$ cat src/hw/rtl/wsst_pkg.sv
// ----------------------------------------------------------------------------
// wsst_pkg
// Shared types, constants and command codes of the weekly setpoint schedule.
// ----------------------------------------------------------------------------
`default_nettype none
package wsst_pkg;

  localparam int MaxEventsDefault = 16;
  localparam logic [7:0] SetpointReset = 8'd20;

  localparam logic [1:0] CMD_INSERT = 2'd0;
  localparam logic [1:0] CMD_DELETE = 2'd1;
  localparam logic [1:0] CMD_TICK   = 2'd2;

  localparam logic [1:0] ST_OK    = 2'd0;
  localparam logic [1:0] ST_FULL  = 2'd1;
  localparam logic [1:0] ST_INDEX = 2'd2;

  typedef struct packed {
    logic [1:0] cmd;
    logic [2:0] now_day;
    logic [4:0] now_hour;
    logic [5:0] now_minute;
    logic [5:0] now_second;
    logic [2:0] entry_day;
    logic [4:0] entry_hour;
    logic [5:0] entry_minute;
    logic [7:0] entry_setpoint;
    logic       entry_repeat;
    logic [3:0] entry_index;
  } in_item_t;

  typedef struct packed {
    logic       fired;
    logic [7:0] setpoint;
    logic [4:0] entry_count;
    logic [1:0] status;
  } out_item_t;

  typedef struct packed {
    logic [2:0] day;
    logic [4:0] hour;
    logic [5:0] minute;
    logic [7:0] setpoint;
    logic       repeat_flag;
  } event_t;

  // Controller to datapath commands.
  typedef struct packed {
    logic load;
    logic rd;
    logic capture_a;
    logic capture_b;
    logic wr_a;
    logic wr_b;
    logic wr_hold;
    logic wr_new;
    logic sel_nxt;
    logic cnt_inc;
    logic cnt_dec;
    logic set_sp;
    logic done;
  } ctl_t;

  // Key of an event, 3 bits of days ahead, hour and minute.
  function automatic logic [13:0] ev_key(input event_t e, input logic [2:0] nd,
                                         input logic [4:0] nh, input logic [5:0] nm);
    logic [4:0] diff;
    logic [2:0] days;
    diff = 5'd14 + {2'b0, e.day} - {2'b0, nd};
    days = (diff >= 5'd21) ? 3'd0 :
           (diff >= 5'd14) ? 3'(diff - 5'd14) :
           (diff >= 5'd7) ? 3'(diff - 5'd7) : diff[2:0];
    if (e.day == nd && (e.hour < nh || (e.hour == nh && e.minute < nm))) begin
      days = 3'd7;
    end
    return {days, e.hour, e.minute};
  endfunction

endpackage
`default_nettype wire

$ cat src/hw/rtl/wsst_datapath.sv
// ----------------------------------------------------------------------------
// wsst_datapath
// Event memory, working registers, event count and setpoint register.
// ----------------------------------------------------------------------------
`default_nettype none
module wsst_datapath import wsst_pkg::*; #(
  parameter int MAX_EVENTS = MaxEventsDefault,
  localparam int AW = $clog2(MAX_EVENTS),
  localparam int CW = $clog2(MAX_EVENTS + 1)
) (
  input  wire logic          clk,
  input  wire logic          rst,
  input  wire ctl_t          ctl,
  input  wire in_item_t      item,
  input  wire logic [AW-1:0] rd_addr,
  input  wire logic [AW-1:0] wr_addr,
  output logic [CW-1:0]      count,
  output logic [7:0]         setpoint,
  output event_t             ev_a,
  output logic               a_gt_hold,
  output logic               head_match
);

  event_t mem [MAX_EVENTS];
  event_t rd_ev;
  event_t ev_b;
  event_t hold;
  in_item_t cur;
  event_t wr_data;

  always_comb begin
    if (ctl.wr_new) begin
      wr_data = '{day: cur.entry_day, hour: cur.entry_hour, minute: cur.entry_minute,
                  setpoint: cur.entry_setpoint, repeat_flag: cur.entry_repeat};
    end else if (ctl.wr_hold) begin
      wr_data = hold;
    end else if (ctl.wr_b) begin
      wr_data = ev_b;
    end else begin
      wr_data = ev_a;
    end
  end

  always_ff @(posedge clk) begin
    if (ctl.rd) begin
      rd_ev <= mem[rd_addr];
    end
    if (ctl.wr_a || ctl.wr_b || ctl.wr_hold || ctl.wr_new) begin
      mem[wr_addr] <= wr_data;
    end
    if (ctl.load) begin
      cur <= item;
    end
    if (ctl.capture_a) begin
      ev_a <= rd_ev;
    end
    if (ctl.capture_b) begin
      ev_b <= rd_ev;
    end
    if (ctl.sel_nxt) begin
      hold <= rd_ev;
    end
  end

  always_ff @(posedge clk) begin
    if (rst) begin
      count <= '0;
      setpoint <= SetpointReset;
    end else begin
      if (ctl.cnt_inc) begin
        count <= count + CW'(1);
      end else if (ctl.cnt_dec) begin
        count <= count - CW'(1);
      end
      if (ctl.set_sp) begin
        setpoint <= ev_a.setpoint;
      end
    end
  end

  assign a_gt_hold = ev_key(ev_a, cur.now_day, cur.now_hour, cur.now_minute) >
                     ev_key(hold, cur.now_day, cur.now_hour, cur.now_minute);
  assign head_match = ev_a.day == cur.now_day && ev_a.hour == cur.now_hour &&
                      ev_a.minute == cur.now_minute;

endmodule
`default_nettype wire

$ cat src/hw/rtl/wsst_ctrl.sv
// ----------------------------------------------------------------------------
// wsst_ctrl
// Sequencer for insert (insertion sort), delete, tick and head rotation.
// ----------------------------------------------------------------------------
`default_nettype none
module wsst_ctrl import wsst_pkg::*; #(
  parameter int MAX_EVENTS = MaxEventsDefault,
  localparam int AW = $clog2(MAX_EVENTS),
  localparam int CW = $clog2(MAX_EVENTS + 1)
) (
  input  wire logic          clk,
  input  wire logic          rst,
  input  wire logic          start,
  input  wire in_item_t      item,
  input  wire logic [CW-1:0] count,
  input  wire event_t        ev_a,
  input  wire logic          a_gt_hold,
  input  wire logic          head_match,
  output ctl_t               ctl,
  output logic [AW-1:0]      rd_addr,
  output logic [AW-1:0]      wr_addr,
  output logic               busy,
  output logic               fired,
  output logic [1:0]         status
);

  localparam logic [3:0] S_IDLE   = 4'd0;
  localparam logic [3:0] S_DISP   = 4'd1;
  localparam logic [3:0] S_ORD    = 4'd2;
  localparam logic [3:0] S_ORDW   = 4'd3;
  localparam logic [3:0] S_CMP    = 4'd4;
  localparam logic [3:0] S_CMPW   = 4'd5;
  localparam logic [3:0] S_CMPD   = 4'd6;
  localparam logic [3:0] S_HEAD   = 4'd7;
  localparam logic [3:0] S_HEADW  = 4'd8;
  localparam logic [3:0] S_HEADD  = 4'd9;
  localparam logic [3:0] S_SHIFT  = 4'd10;
  localparam logic [3:0] S_SHIFTW = 4'd11;
  localparam logic [3:0] S_DONE   = 4'd12;
  localparam logic [3:0] S_SHIFTB = 4'd13;

  logic [3:0] state, state_next;
  logic [1:0] cmd;
  logic [CW-1:0] i, i_next, j, j_next, k, k_next;
  logic       rot, rot_next, f_next;
  logic [1:0] st_next;
  logic       item_sec_zero;
  logic [5:0] sec;

  always_ff @(posedge clk) begin
    if (rst) begin
      state <= S_IDLE;
      fired <= 1'b0;
      status <= ST_OK;
    end else begin
      state <= state_next;
      fired <= f_next;
      status <= st_next;
    end
    if (state == S_IDLE && start) begin
      cmd <= item.cmd;
    end
    i <= i_next;
    j <= j_next;
    k <= k_next;
    rot <= rot_next;
  end

  assign busy = state != S_IDLE;

  // rot: shifting for a rotation (move head to end) vs a delete.
  always_comb begin
    ctl = '0;
    state_next = state;
    i_next = i;
    j_next = j;
    k_next = k;
    rot_next = rot;
    f_next = 1'b0;
    st_next = status;
    rd_addr = '0;
    wr_addr = '0;
    case (state)
      S_IDLE: begin
        if (start) begin
          ctl.load = 1'b1;
          ctl.rd = 1'b1;
          state_next = S_DISP;
          k_next = CW'(item.entry_index);
        end
      end
      S_DISP: begin
        ctl.capture_a = 1'b1;
        st_next = ST_OK;
        case (cmd)
          CMD_INSERT: begin
            if (count >= CW'(MAX_EVENTS)) begin
              st_next = ST_FULL;
              state_next = S_DONE;
            end else begin
              ctl.wr_new = 1'b1;
              wr_addr = AW'(count);
              ctl.cnt_inc = 1'b1;
              i_next = CW'(1);
              state_next = S_ORD;
            end
          end
          CMD_DELETE: begin
            if (k >= count) begin
              st_next = ST_INDEX;
              state_next = S_DONE;
            end else begin
              rot_next = 1'b0;
              j_next = k;
              ctl.cnt_dec = 1'b1;
              state_next = S_SHIFT;
            end
          end
          CMD_TICK: begin
            state_next = S_HEAD;
          end
          default: state_next = S_DONE;
        endcase
      end
      S_ORD: begin
        if (i >= count) begin
          ctl.rd = 1'b1;
          rd_addr = '0;
          state_next = S_HEADW;
        end else begin
          ctl.rd = 1'b1;
          rd_addr = AW'(i);
          j_next = i;
          state_next = S_ORDW;
        end
      end
      S_ORDW: begin
        ctl.sel_nxt = 1'b1;
        state_next = S_CMP;
      end
      S_CMP: begin
        if (j == '0) begin
          ctl.wr_hold = 1'b1;
          wr_addr = '0;
          i_next = i + CW'(1);
          state_next = S_ORD;
        end else begin
          ctl.rd = 1'b1;
          rd_addr = AW'(j - CW'(1));
          state_next = S_CMPW;
        end
      end
      S_CMPW: begin
        ctl.capture_a = 1'b1;
        state_next = S_CMPD;
      end
      S_CMPD: begin
        if (a_gt_hold) begin
          ctl.wr_a = 1'b1;
          wr_addr = AW'(j);
          j_next = j - CW'(1);
          state_next = S_CMP;
        end else begin
          ctl.wr_hold = 1'b1;
          wr_addr = AW'(j);
          i_next = i + CW'(1);
          state_next = S_ORD;
        end
      end
      S_HEADW: begin
        ctl.capture_a = 1'b1;
        state_next = S_HEADD;
      end
      S_HEADD: begin
        if (count > CW'(1) && ev_a.repeat_flag && head_match) begin
          rot_next = 1'b1;
          j_next = '0;
          state_next = S_SHIFT;
        end else begin
          state_next = S_DONE;
        end
      end
      S_HEAD: begin
        if (count != '0 && item_sec_zero && head_match) begin
          f_next = 1'b1;
          ctl.set_sp = 1'b1;
          j_next = '0;
          if (ev_a.repeat_flag) begin
            rot_next = 1'b1;
            state_next = (count > CW'(1)) ? S_SHIFT : S_DONE;
          end else begin
            rot_next = 1'b0;
            ctl.cnt_dec = 1'b1;
            state_next = S_SHIFT;
          end
          ctl.done = 1'b0;
        end else begin
          state_next = S_DONE;
        end
      end
      S_SHIFT: begin
        f_next = fired;
        if (rot ? (j + CW'(1) >= count) : (j >= count)) begin
          if (rot) begin
            ctl.wr_a = 1'b1;
            wr_addr = AW'(count - CW'(1));
          end
          state_next = S_DONE;
        end else begin
          ctl.rd = 1'b1;
          rd_addr = AW'(j + CW'(1));
          state_next = S_SHIFTW;
        end
      end
      S_SHIFTW: begin
        f_next = fired;
        ctl.capture_b = 1'b1;
        state_next = S_SHIFTB;
      end
      S_SHIFTB: begin
        f_next = fired;
        ctl.wr_b = 1'b1;
        wr_addr = AW'(j);
        j_next = j + CW'(1);
        state_next = S_SHIFT;
      end
      S_DONE: begin
        f_next = fired;
        ctl.done = 1'b1;
        state_next = S_IDLE;
      end
      default: state_next = S_IDLE;
    endcase
  end

  always_ff @(posedge clk) begin
    if (state == S_IDLE && start) begin
      sec <= item.now_second;
    end
  end
  assign item_sec_zero = sec == 6'd0;

endmodule
`default_nettype wire

$ cat src/hw/rtl/weekly_setpoint_schedule_table.sv
// ----------------------------------------------------------------------------
// weekly_setpoint_schedule_table
// Weekly event table kept in order of next occurrence, with setpoint output.
// ----------------------------------------------------------------------------
// A command transaction is taken when start is high and busy is low. The
// block then works on it alone and raises done for exactly one cycle with
// the result; the receiver cannot hold a result off, so nothing ever stalls.
// Busy is high from the cycle after acceptance through the done cycle, and
// the next transaction can be taken in the cycle after done.
// A no-op or a rejected command goes from dispatch straight to done, and a
// tick that does not fire passes through the head check first. Delete and
// a firing tick move each entry through the shift read, capture and write
// states. An insert re-sorts the table by insertion sort through the event
// memory, one read or write per state: each entry passes the order read and
// hold states and each compare the read, capture and decide states, and the
// head is then checked for rotation.
// Reset clears the count and sets the setpoint to 20; the event memory
// holds no reset value and needs none since only entries below the count
// are used.
// ----------------------------------------------------------------------------
`default_nettype none
module weekly_setpoint_schedule_table import wsst_pkg::*; #(
  parameter int MAX_EVENTS = MaxEventsDefault
) (
  input  wire logic      clk,
  input  wire logic      rst,
  input  wire logic      start,
  input  wire in_item_t  in_item,
  output logic           busy,
  output logic           done,
  output out_item_t      out_item
);

  localparam int AW = $clog2(MAX_EVENTS);
  localparam int CW = $clog2(MAX_EVENTS + 1);

  ctl_t          ctl;
  logic [AW-1:0] rd_addr, wr_addr;
  logic [CW-1:0] count;
  logic [7:0]    setpoint;
  event_t        ev_a;
  logic          a_gt_hold, head_match, fired;
  logic [1:0]    status;

  wsst_ctrl #(.MAX_EVENTS(MAX_EVENTS)) u_ctrl (
    .clk, .rst, .start, .item(in_item), .count, .ev_a, .a_gt_hold, .head_match,
    .ctl, .rd_addr, .wr_addr, .busy, .fired, .status
  );

  wsst_datapath #(.MAX_EVENTS(MAX_EVENTS)) u_dp (
    .clk, .rst, .ctl, .item(in_item), .rd_addr, .wr_addr, .count, .setpoint,
    .ev_a, .a_gt_hold, .head_match
  );

  assign done = ctl.done;
  assign out_item.fired = fired;
  assign out_item.setpoint = setpoint;
  assign out_item.entry_count = 5'(count);
  assign out_item.status = status;

endmodule
`default_nettype wire
$ cat config.mk
export PLATFORM = sky130hd
export DESIGN_NAME = weekly_setpoint_schedule_table
export DESIGN_NICKNAME = d
export VERILOG_FILES = /design/src/hw/rtl/wsst_pkg.sv /design/src/hw/rtl/wsst_datapath.sv /design/src/hw/rtl/wsst_ctrl.sv /design/src/hw/rtl/weekly_setpoint_schedule_table.sv
export SDC_FILE = /design/constraint.sdc
export NUM_CORES = 1
export LEC_CHECK = 0
export BUFFER_PORTS_ARGS = -buffer_cell sky130_fd_sc_hd__buf_2
export CAP_MARGIN = 20
export CORE_MARGIN = 1.5
export CORE_UTILIZATION = 55
export CTS_BUF_LIST = sky130_fd_sc_hd__clkbuf_4
export CTS_CLUSTER_SIZE = 40
export DETAILED_ROUTE_END_ITERATION = 6
export GPL_ROUTABILITY_DRIVEN = 0
export PLACE_DENSITY = 0.73
export RECOVER_POWER = 100
export SYNTH_ARGS = -nofsm -noshare
export SYNTH_HDL_FRONTEND = slang
export SYNTH_SLANG_ARGS = --single-unit
$ cat constraint.sdc
create_clock -name clk -period 8 [get_ports clk]
set_input_delay 1.2 -clock clk [delete_from_list [all_inputs] [get_ports clk]]
set_output_delay 1.2 -clock clk [all_outputs]
set_load 0.01 [all_outputs]
* After elaboration in Yosys (flattened, before gate mapping)
Memories as Yosys holds them, arrays and structs flattened. A register that Yosys moved wholly into a read port is not among the register bits.
Index checks and enable logic that the tools add are counted.
** Operators by class
- Mux-type cells :: 87
- Eq/ne operators :: 31
- Reductions and logical operators :: 33
- $add $sub $neg :: 13
- $lt $le $gt $ge :: 17
** Operators by type and width (count)
- 23-bit 2-to-1 mux :: 3
- 5-bit 2-to-1 mux :: 12
- 4-bit case mux with 13 select lines :: 1
- 4-bit 2-to-1 mux :: 12
- 3-bit 2-to-1 mux :: 15
- 4-bit case mux with 3 select lines :: 3
- 5-bit case mux with 6 select lines :: 1
- 1-bit 2-to-1 mux :: 29
- 4-bit == test (second input constant) :: 6
- 4-bit by 3-bit == test with 1-bit output (second input constant) :: 4
- 2-bit inequality test (second input constant) :: 8
- 5-bit by 1-bit adder with 5-bit output (second input constant) :: 3
- 5-bit >= comparator :: 3
- 5-bit >= comparator (second input constant) :: 3
- 5-bit case mux with 3 select lines :: 1
- 14-bit > comparator :: 1
- 6-bit < comparator :: 2
- 3-bit subtractor (second input constant) :: 4
- 1-bit logical AND :: 11
- 4-bit by 3-bit adder with 5-bit output (first input constant) :: 2
- 5-bit == test :: 2
- 5-bit by 3-bit >= comparator with 1-bit output (second input constant) :: 2
- 5-bit by 4-bit >= comparator with 1-bit output (second input constant) :: 2
- 5-bit < comparator :: 2
- other kinds (32) :: 49
** Storage, ports and cells
- Output and inout bits :: 18
- RAM bits :: 368
- Flip-flop bits (word level) :: 149
- Input port bits :: 52
- Logic and storage cells :: 216
- Memories kept :: 1
** Memory list
- u_dp.mem :: depth 16, bits a word 23, read ports 1, clocked after memory_dff 1, write ports 1, RTL line wsst_datapath.sv:24 : event_t mem [MAX_EVENTS];

* Logic depth before layout (Yosys ltp)
Gate-level depths: netlist of the first run.
- Depth after elaboration :: 15
- Mapped depth :: 23
- Gate-level depth less buffers :: 21

* Cells and area by module
From an unflattened synthesis of the first run, not the netlist that was laid out.
** Unflattened totals
- Cells, all modules :: 1344
- Area, all modules :: 23213.5 µm²
** By module, submodules not included
- wsst_datapath :: area an instance 20706.1 µm², instances 1, sequential area each 15184.6 µm², cells an instance 1055
- wsst_ctrl :: area an instance 2499.9 µm², instances 1, sequential area each 830.8 µm², cells an instance 288
- weekly_setpoint_schedule_table :: area an instance 7.5 µm², instances 1, sequential area each 0.0 µm², cells an instance 1

* Worst setup path after synthesis of the first run
No wires, ideal clock.
- Kind :: register -> register
- Start :: reg u_dp.cur[45] (netlist name)
- End :: mem u_dp.mem[0][16] (netlist name), data pin
- Stages on the path, launching flop included :: 23
- Setup slack :: 2122 ps
- Required time :: 7581 ps
- Arrival :: 5459 ps
- Path buffers :: 2
- Library setup time :: 419 ps
- Clock period less this slack :: 5878 ps
- Cell sequence :: edfxtp_1 > ha_1 > inv_1 > ha_1 > inv_1 > fa_1 > inv_1 > ha_1 > nand2_1 > nand3_1 > or2_2 > nor2_1 > a21oi_1 > a221o_1 > ha_1 > nand4_1 > nor4_1 > a2111oi_0 > a221o_1 > clkbuf_1 > and2_1 > clkbuf_1 > o311ai_0
** RTL lines
- start, declared :: RTL line wsst_datapath.sv:28 : in_item_t cur;
- start signal, assigned :: RTL line wsst_datapath.sv:52 : cur <= item;
- end, declared :: RTL line wsst_datapath.sv:24

==> summary.md, run 1 <==
| Metric | Value |
|---|---|
| Total via count after detailed routing | `between 15,000 and 20,000` |
| Number of max-capacitance violations reported | `21` |
| CP arrival | `~7.3 ns` |
| Final-stage net count | `1,958` |
| Category of the worst setup path launch point | `flop` |
| Setup-violating endpoint count in the final report | `0` |
| Most frequently used flop master after synthesis | `sky130_fd_sc_hd__edfxtp_1` |
| Count of cells resized by post-cts repair | `0` |
| Layout overhead on the synthesized area | `11.3%` |
| Max Freq | `about 0.15 GHz` |
| Mean number of vias per cell | `6.15` |
| Total routing resource utilization after global routing | `between 20% and 30%` |
| Worst Hold Margin | `approximately 0.46 ns` |
| Critical path cell sequence | `ha_1 > inv_1 > ha_1 > inv_1 > fa_1 > inv_1 > ha_1 > nand2_1 > nand3_1 > or2_2 > nand3_1 > o21ai_0 > a221o_1 > ha_1 > nand4_1 > nor4_1 > a2111oi_0 > a221o_1 > buf_4 > and2_0 > o311ai_0 > clkbuf_1` |
| Initial standard-cell utilization of the core | `a little under three fifths` |
| Area of the mapped netlist | `between 20,000 and 25,000 µm²` |
| CTS Sinks | `540` |
| Clock edge transition at the registers on the reported setup and hold paths | `~0.090 ns` |
| Clock tree from TritonCTS | `yes` |
| Seq/Total Area, Yosys | `between 60 and 70%` |
| TritonCTS Buffers | `around 140` |
| Post-route DRC violation count | `0` |
| Number of buffers on the longest clock path | `3` |
| Total die area | `between 40,000 and 50,000 µm²` |
| Most prevalent standard cell on the critical path | `sky130_fd_sc_hd__ha_1` |
| Cell family with the largest share of critical-path delay | `simple AND/OR/NAND/NOR gates` |
| EDFF count, synth | `520` |
| Instance area after placement | `~25,000 µm²` |
| Portion of synthesized cell area occupied by the leading cell type | `approximately two thirds` |
| CTS root buffer | `sky130_fd_sc_hd__clkbuf_4` |
| Leading post-synthesis cells by cell area | `sky130_fd_sc_hd__edfxtp_1, sky130_fd_sc_hd__ha_1, sky130_fd_sc_hd__mux4_2` |
| Remaining global-route overflow | `0` |
| Count of state elements after synthesis | `540` |
| Leading area contributor after synthesis | `sky130_fd_sc_hd__edfxtp_1` |
| Violations in the final reports | `max-capacitance violations, max-slew violations` |
| 1st-pass router iterations | `6` |
| Slew Viols, Final | `between 500 and 600` |
| Setup repair after global routing missed its margin | `false` |
| Number of buffer cells added on primary ports | `~70` |
| Floorplan die width | `210 µm` |
| Via count of the first global-routing pass | `~15,000` |
| Post-placement setup slack | `1.87 ns` |
| Post-Syn Area per Cell | `about 14 µm²` |
| Final Hold Vio Count | `0` |
| Share of cells above drive strength 1 | `roughly 18%` |
| Final critical-path share of the clock period | `85.3%` |
| Shortest clock period the worst path allows after layout | `slightly below 7 ns` |
| Slowest cell delay on critical path | `roughly 1.1 ns` |
| Asr flop ratio synth | `0%` |
| Maximum resistive drop on vdd | `approximately 0.26 mV` |
| Crit end category | `flop` |
| Final Power | `about 10 mW` |
| Cell area after layout | `26,200 µm²` |
| Crit-path slowest cell | `sky130_fd_sc_hd__and2_0` |
| Startpoint-to-endpoint class of the critical path | `flop to flop` |
| Class of the worst hold path | `flop to flop` |
| Crit path buf inv count | `5` |
| Post-route antenna net violation count | `0` |
| I/O pin count | `70` |
| Measured slew at the worst slew-check pin | `between 2 and 3 ns` |
| Cell Pwr Density | `slightly below 400 nW/µm²` |
| Number of violations reported at the end of detailed-routing iteration 0 | `around 1,700` |
| Highest net fanout along the worst path | `35` |
| Maximum number of pins on one net before global-route repair | `100` |
| Total leakage power | `9.42 nW` |
| Routed length per instance | `roughly 24 µm` |
| Antenna violations before repair | `1` |
| Count of mapped cells out of synthesis | `between 1,500 and 2,000` |
| Number of distinct library cell variants in the gate-level netlist after synthesis | `72` |
| Clk_lat worst skew | `about 0.86 ns` |
| Run status | `finished, violations left` |
| Die Height | `about 210 µm` |
| Slew margin rel. | `-99.8%` |
| Post-CTS setup buffer count | `0` |
| Required time worst endpoint | `~8.5 ns` |
| Clock skew after layout | `between 0.07 and 0.08 ns` |
| Synth warn | `0` |
| Setup WS post-layout | `between 1 and 1.5 ns` |
| Post-DP HPWL | `35,300 µm` |
| CTS H-Tree Depth | `4` |
| First-pass GRT wire length | `89,300 µm` |
| Post-Route Setup TNS | `0 ns` |
| Site row count | `75` |
| Final wirelength | `59,200 µm` |
| Post-Syn Nets | `approximately 1,800` |
| Core Region | `roughly 42,000 µm²` |
| Quantity of hold-fixing buffers added after cts | `0` |
-- power by group --
part	internal [mW]	switching, mW	total [mW]
Combinational	1.17	2.39	3.56
Sequential	4.05	0.308	4.36
Clock	1.23	1.08	2.31
-- metal layers --
metal  global-route usage (%)  vias to the layer above  share of wire [%]
met5                        0                        -                  0
li1                         -                     6718                  -
met2                     43.2                      882                 47
met3                     5.65                      137                 10
met4                     10.9                        0                3.0
met1                     38.0                     7385                 40
-- cell usage in the layout (no fill, tap or decap), drive strengths merged, types with 5 or more instances in the layout --
cell type and n:
a31o 11, mux4 45, or2 5, clkinv 41
nand2b 14, xor2 6, inv 62, nor2b 10
edfxtp 520, a21o 13, nor2 158, nor3b 11
a31oi 29, a22oi 26, and2 6, nand3 25
buf 58, nand2 161, a211oi 6, nor4 5
a21oi 74, nand4 16, nor3 10, a221oi 6
o311ai 13, clkbuf 249, bufinv 5, dfxtp 20
mux2i 68, ha 81, o22ai 6, o21ai 87
xnor2 8
-- synthesized netlist by cell type, types with 6 or more instances --
cell                         n
sky130_fd_sc_hd__nor3_1     10
sky130_fd_sc_hd__a21oi_1    74
sky130_fd_sc_hd__a31oi_1    29
sky130_fd_sc_hd__nor2_1    158
sky130_fd_sc_hd__o21ai_1    47
sky130_fd_sc_hd__dfxtp_1    20
sky130_fd_sc_hd__mux2i_1    68
sky130_fd_sc_hd__nand2_1   161
sky130_fd_sc_hd__nand4_1    16
sky130_fd_sc_hd__nor3b_1    11
sky130_fd_sc_hd__buf_6      10
sky130_fd_sc_hd__nand2b_1   14
sky130_fd_sc_hd__a31o_2     10
sky130_fd_sc_hd__o21ai_0    39
sky130_fd_sc_hd__buf_4      10
sky130_fd_sc_hd__a21o_1     13
sky130_fd_sc_hd__a22oi_1    25
sky130_fd_sc_hd__inv_1      59
sky130_fd_sc_hd__ha_1       81
sky130_fd_sc_hd__and2_1      6
sky130_fd_sc_hd__clkbuf_1   37
sky130_fd_sc_hd__o311ai_0    9
sky130_fd_sc_hd__xor2_1      6
sky130_fd_sc_hd__buf_2      18
sky130_fd_sc_hd__nor2b_1    10
sky130_fd_sc_hd__xnor2_1     8
sky130_fd_sc_hd__a211oi_1    6
sky130_fd_sc_hd__nand3_1    25
sky130_fd_sc_hd__mux4_2     45
sky130_fd_sc_hd__edfxtp_1  520
-- registers in the layout (all words and copies together) (netlist names) --
name	flops
u_ctrl.sec	6
u_dp.hold	23
u_dp.count	5
u_dp.cur	37
u_dp.rd_ev	23
u_ctrl.k	4
u_dp.ev_a	23
u_dp.ev_b	23
u_ctrl.j	5
u_ctrl.state	4
u_dp.mem	368
u_ctrl.cmd	2
u_ctrl.status	2
u_ctrl.rot	1
u_ctrl.i	5
u_dp.setpoint	8
u_ctrl.fired	1
-- metrics by stage --
| step | std cells | utilization [%] |
|---|---|---|
| final | 2460 | 62.2 |
| after global routing | 2460 | 62.2 |
| after CTS | 2459 | 62.8 |
| after detailed placement | 2225 | 58.7 |
| after global placement | 2225 | 58.7 |
| after floorplan | 1641 | - |
-- kinds of logic (layout without fill, tap and decap cells) --
family / after synthesis / in the layout / synth area share [%]
AOI/OAI and AO/OA: 306 / 306 / 8.32
xor gates and xnor gates: 14 / 14 / 0.521
adders and majority gates: 83 / 83 / 4.47
buffers and inverters: 138 / 417 / 2.78
DFF: 540 / 540 / 68.0
muxes: 116 / 116 / 7.34
other: 0 / 1 / 0
and+or+nand+nor: 444 / 444 / 8.56
-- cell type report --
| cell class | instances | area [µm²] |
|---|---|---|
| flip-flops and latches | 540 | 16000 |
| multi-input cells | 963 | 6990 |
| clock inverters | 51 | 348 |
| well taps | 539 | 674 |
| inverters | 59 | 221 |
| fillers | 3153 | 15900 |
| repair buffers | 124 | 581 |
| clock buffers | 183 | 1370 |
| diodes | 1 | 2.50 |
-- final timing paths --
check	start	end	slack, ns	cells after the start
min reg2reg	u_dp.rd_ev[12]	u_dp.ev_a[12]	0.46	0
max	u_dp.cur[45]	u_dp.mem[0][15]	1.18	22
max reg2reg	u_dp.cur[45]	u_dp.mem[0][15]	1.18	22
min	u_dp.rd_ev[12]	u_dp.ev_a[12]	0.46	0
Power figures use the tool's default switching activity.
==> inputs of run 2 (changes only) <==
--- a/config.mk
+++ b/config.mk
@@ -13,6 +13,7 @@
 export CTS_CLUSTER_SIZE = 40
 export DETAILED_ROUTE_END_ITERATION = 6
 export GPL_ROUTABILITY_DRIVEN = 0
+export GPL_TIMING_DRIVEN = 0
 export PLACE_DENSITY = 0.73
 export RECOVER_POWER = 100
 export SYNTH_ARGS = -nofsm -noshare
==> run 2 against run 1 <==
The run still ends with max-capacitance violations, max-slew violations left; clock-buffer cell count up 19; utilization is 0.91 points higher; first-iteration DRC count decreased by 7.7%; critical path depth increased by 1; final cell count increased by 3.5%; flip-flop and latch count unchanged; combinational power up 1%; total power is 0.92% higher; global-route usage fell by 2.1 points; worst hold slack lost 0.055 ns; die area is the same; non-clock buffer count rose by 79.
==> summary.md, run 2 (synthesis results as in run 1) <==
| Metric | Value |
|---|---|
| Share of cells above drive strength 1 | `18.4% (+0.59 points)` |
| Routed length per instance | `21.5 µm (-11%)` |
| Number of flip-flops in the largest register | `368 (unchanged)` |
| Initial standard-cell utilization of the core | `55.9% (unchanged)` |
| Clock edge transition at the registers on the reported setup and hold paths | `0.07 ns (-0.02 ns)` |
| Class of the worst hold path | `input pin to flop` |
| Post-route antenna net violation count | `0 (unchanged)` |
| Switching power | `3.73 mW (-1.4%)` |
| Net Sw Frac | `36.1% (-0.86 points)` |
| Die Height | `210 µm (unchanged)` |
| I/O pin count | `70 (unchanged)` |
| Measured slew at the worst slew-check pin | `2.03 ns (-0.963 ns)` |
| Final wirelength | `54,700 µm (-7.5%)` |
| Total routing resource utilization after global routing | `25.4% (-2.1 points)` |
| Setup repair after global routing missed its margin | `false` |
| Startpoint-to-endpoint class of the critical path | `flop to flop` |
| Slew Viols, Final | `54 (-90%)` |
| Remaining global-route overflow | `0 (unchanged)` |
| Via count of the first global-routing pass | `15,000 (-1.1%)` |
| Core Region | `42,100 µm² (unchanged)` |
| Setup-violating endpoint count in the final report | `0 (unchanged)` |
| Commonest non-fill, non-tap cell in the layout | `sky130_fd_sc_hd__edfxtp_1` |
| Crit-path slowest cell | `sky130_fd_sc_hd__o311ai_1` |
| Crit end category | `flop` |
| Site row count | `75 (unchanged)` |
| Largest registers ranked by flip-flop count | `u_dp.mem (368), u_dp.cur (37)` |
| Register ranked first by flip-flop count | `u_dp.mem` |
| 1st-pass router iterations | `6 (unchanged)` |
| Final Power | `10.3 mW (+0.92%)` |
| Run status | `finished, violations left` |
| Category of the worst setup path launch point | `flop` |
| Relative contribution of the clock network to total power | `23.7% (+1.1 points)` |
| Critical path cell sequence | `inv_1 > ha_1 > inv_1 > ha_1 > inv_1 > fa_1 > inv_1 > ha_1 > nand2_1 > nand3_1 > or2_2 > nand3_1 > o21ai_0 > a221o_1 > ha_1 > nand4_1 > nor4_1 > a2111oi_0 > a221o_1 > clkbuf_1 > and2_0 > clkbuf_1 > o311ai_1` |
| Final std cells w/o fill | `2,547 (+3.5%)` |
| First-pass GRT wire length | `83,300 µm (-6.8%)` |
| Clock skew after layout | `0.0567 ns (-0.0135 ns)` |
| Combinational share of power | `35.0% (+0.2 points)` |
| CTS H-Tree Depth | `4 (unchanged)` |
| Slowest cell delay on critical path | `1.58 ns (+0.47 ns)` |
| Shortest clock period the worst path allows after layout | `7.07 ns (+0.250 ns)` |
| TritonCTS Buffers | `135 (unchanged)` |
| Final Hold Vio Count | `0 (unchanged)` |
| Required time worst endpoint | `8.48 ns (+0.02 ns)` |
| CP arrival | `7.56 ns (+0.28 ns)` |
| Sequential share of power | `41.3% (-1.3 points)` |
| CTS root buffer | `sky130_fd_sc_hd__clkbuf_4` |
| Post-CTS setup buffer count | `0 (unchanged)` |
| Leading cell types in the layout, fill and taps excluded | `sky130_fd_sc_hd__edfxtp_1, sky130_fd_sc_hd__clkbuf_4, sky130_fd_sc_hd__nand2_1` |
| Antenna violations before repair | `1 (unchanged)` |
| Floorplan die width | `210 µm (unchanged)` |
| Quantity of hold-fixing buffers added after cts | `0 (unchanged)` |
| Number of max-capacitance violations reported | `2 (-90%)` |
| Clk_lat worst skew | `0.97 ns (+0.11 ns)` |
| Total leakage power | `9.64 nW (+2.4%)` |
| CTS Sinks | `540 (unchanged)` |
| Number of buffers on the longest clock path | `3 (unchanged)` |
| Cell internal power dissipation | `6.60 mW (+2.3%)` |
| Hold Startpoint | `in_item[15]` |
| Layout overhead on the synthesized area | `12.9%` |
| Worst setup path start | `u_dp.ev_a[21]` |
| Mean number of vias per cell | `5.89 (-4.2%)` |
| Violations in the final reports | `max-capacitance violations, max-slew violations` |
| Worst Hold Margin | `0.401 ns (-0.0546 ns)` |
| Post-DP HPWL | `39,000 µm (+10%)` |
| Cell Pwr Density | `388 nW/µm² (-0.53%)` |
| Number of buffer cells added on primary ports | `68 (-1.4%)` |
| Total die area | `44,100 µm² (unchanged)` |
| Total via count after detailed routing | `15,000 (-0.83%)` |
| Number of violations reported at the end of detailed-routing iteration 0 | `1,552 (-7.7%)` |
| Clock tree from TritonCTS | `yes` |
| Final-stage net count | `2,037 (+4.0%)` |
| Max Freq | `0.141 GHz (-3.5%)` |
| Count of cells resized by post-cts repair | `0 (unchanged)` |
| Post-route DRC violation count | `0 (unchanged)` |
| Maximum resistive drop on vdd | `0.229 mV (-13%)` |
| Fill cell count | `3,074 (-2.5%)` |
| Reg2Reg Launch Point | `u_dp.ev_a[21]` |
| Final critical-path share of the clock period | `88.4% (+3.1 points)` |
| Slew margin rel. | `-35.6% (+64 points)` |
| Highest net fanout along the worst path | `16 (-54%)` |
| Count of placed standard cells including taps | `2,301 (+3.4%)` |
| Maximum number of pins on one net before global-route repair | `37 (-63%)` |
| Post-Route Setup TNS | `0 ns (unchanged)` |
[run 2: path summary, 6_finish.rpt]
| check | endpoint | slack [ns] | cells past startpoint |
|---|---|---|---|
| max | u_dp.mem[3][21] | 0.93 | 23 |
| min | u_dp.cur[15] | 0.40 | 1 |
| max reg2reg | u_dp.mem[3][21] | 0.93 | 23 |
| min reg2reg | u_dp.ev_b[12] | 0.47 | 0 |
[run 2: layer usage]
layer / part of all wire, % / up-vias / global-route usage [%]
li1: - / 6885 / -
met1: 41 / 7306 / 33.5
met2: 47 / 690 / 39.7
met3: 8.5 / 115 / 6.41
met4: 3.1 / 0 / 12.2
met5: 0 / - / 0
[run 2: metrics by stage]
step	setup slack, ns	area (µm²)	utilization, %
after floorplan	2.12	23600	-
after global placement	0.215	24600	58.3
after detailed placement	1.61	25300	60.0
after CTS	1.63	27100	64.4
after global routing	0.599	26600	63.1
final	0.926	26600	63.1
[run 2: worst max-delay path: cells and delay by family (launching register included)]
kind            cells  cell delay [ns]
compound gates      5             2.53
fa+ha+maj           5             1.53
buf+inv             6             0.84
flops               1             0.38
simple gates        7             1.28
[run 2: area by class of cell]
cell class	count	area, µm²	share of cell area, %
flip-flops and latches	540	16000	60.2
multi-input cells	963	6880	25.9
clock buffers	202	1520	5.70
well taps	539	674	2.54
repair buffers	124	528	1.99
plain buffers	79	427	1.60
clock inverters	38	322	1.21
inverters	59	221	0.833
diodes	3	7.51	0.0282
[run 2: power by group through the flow]
stage	sequential, mW	clock [mW]	combinational [mW]
after detailed placement	4.28	0	3.73
after CTS	4.23	2.49	3.75
after floorplan	4.23	0	2.41
after global placement	4.33	0	3.36
final	4.26	2.45	3.61
after global routing	4.29	2.64	3.96
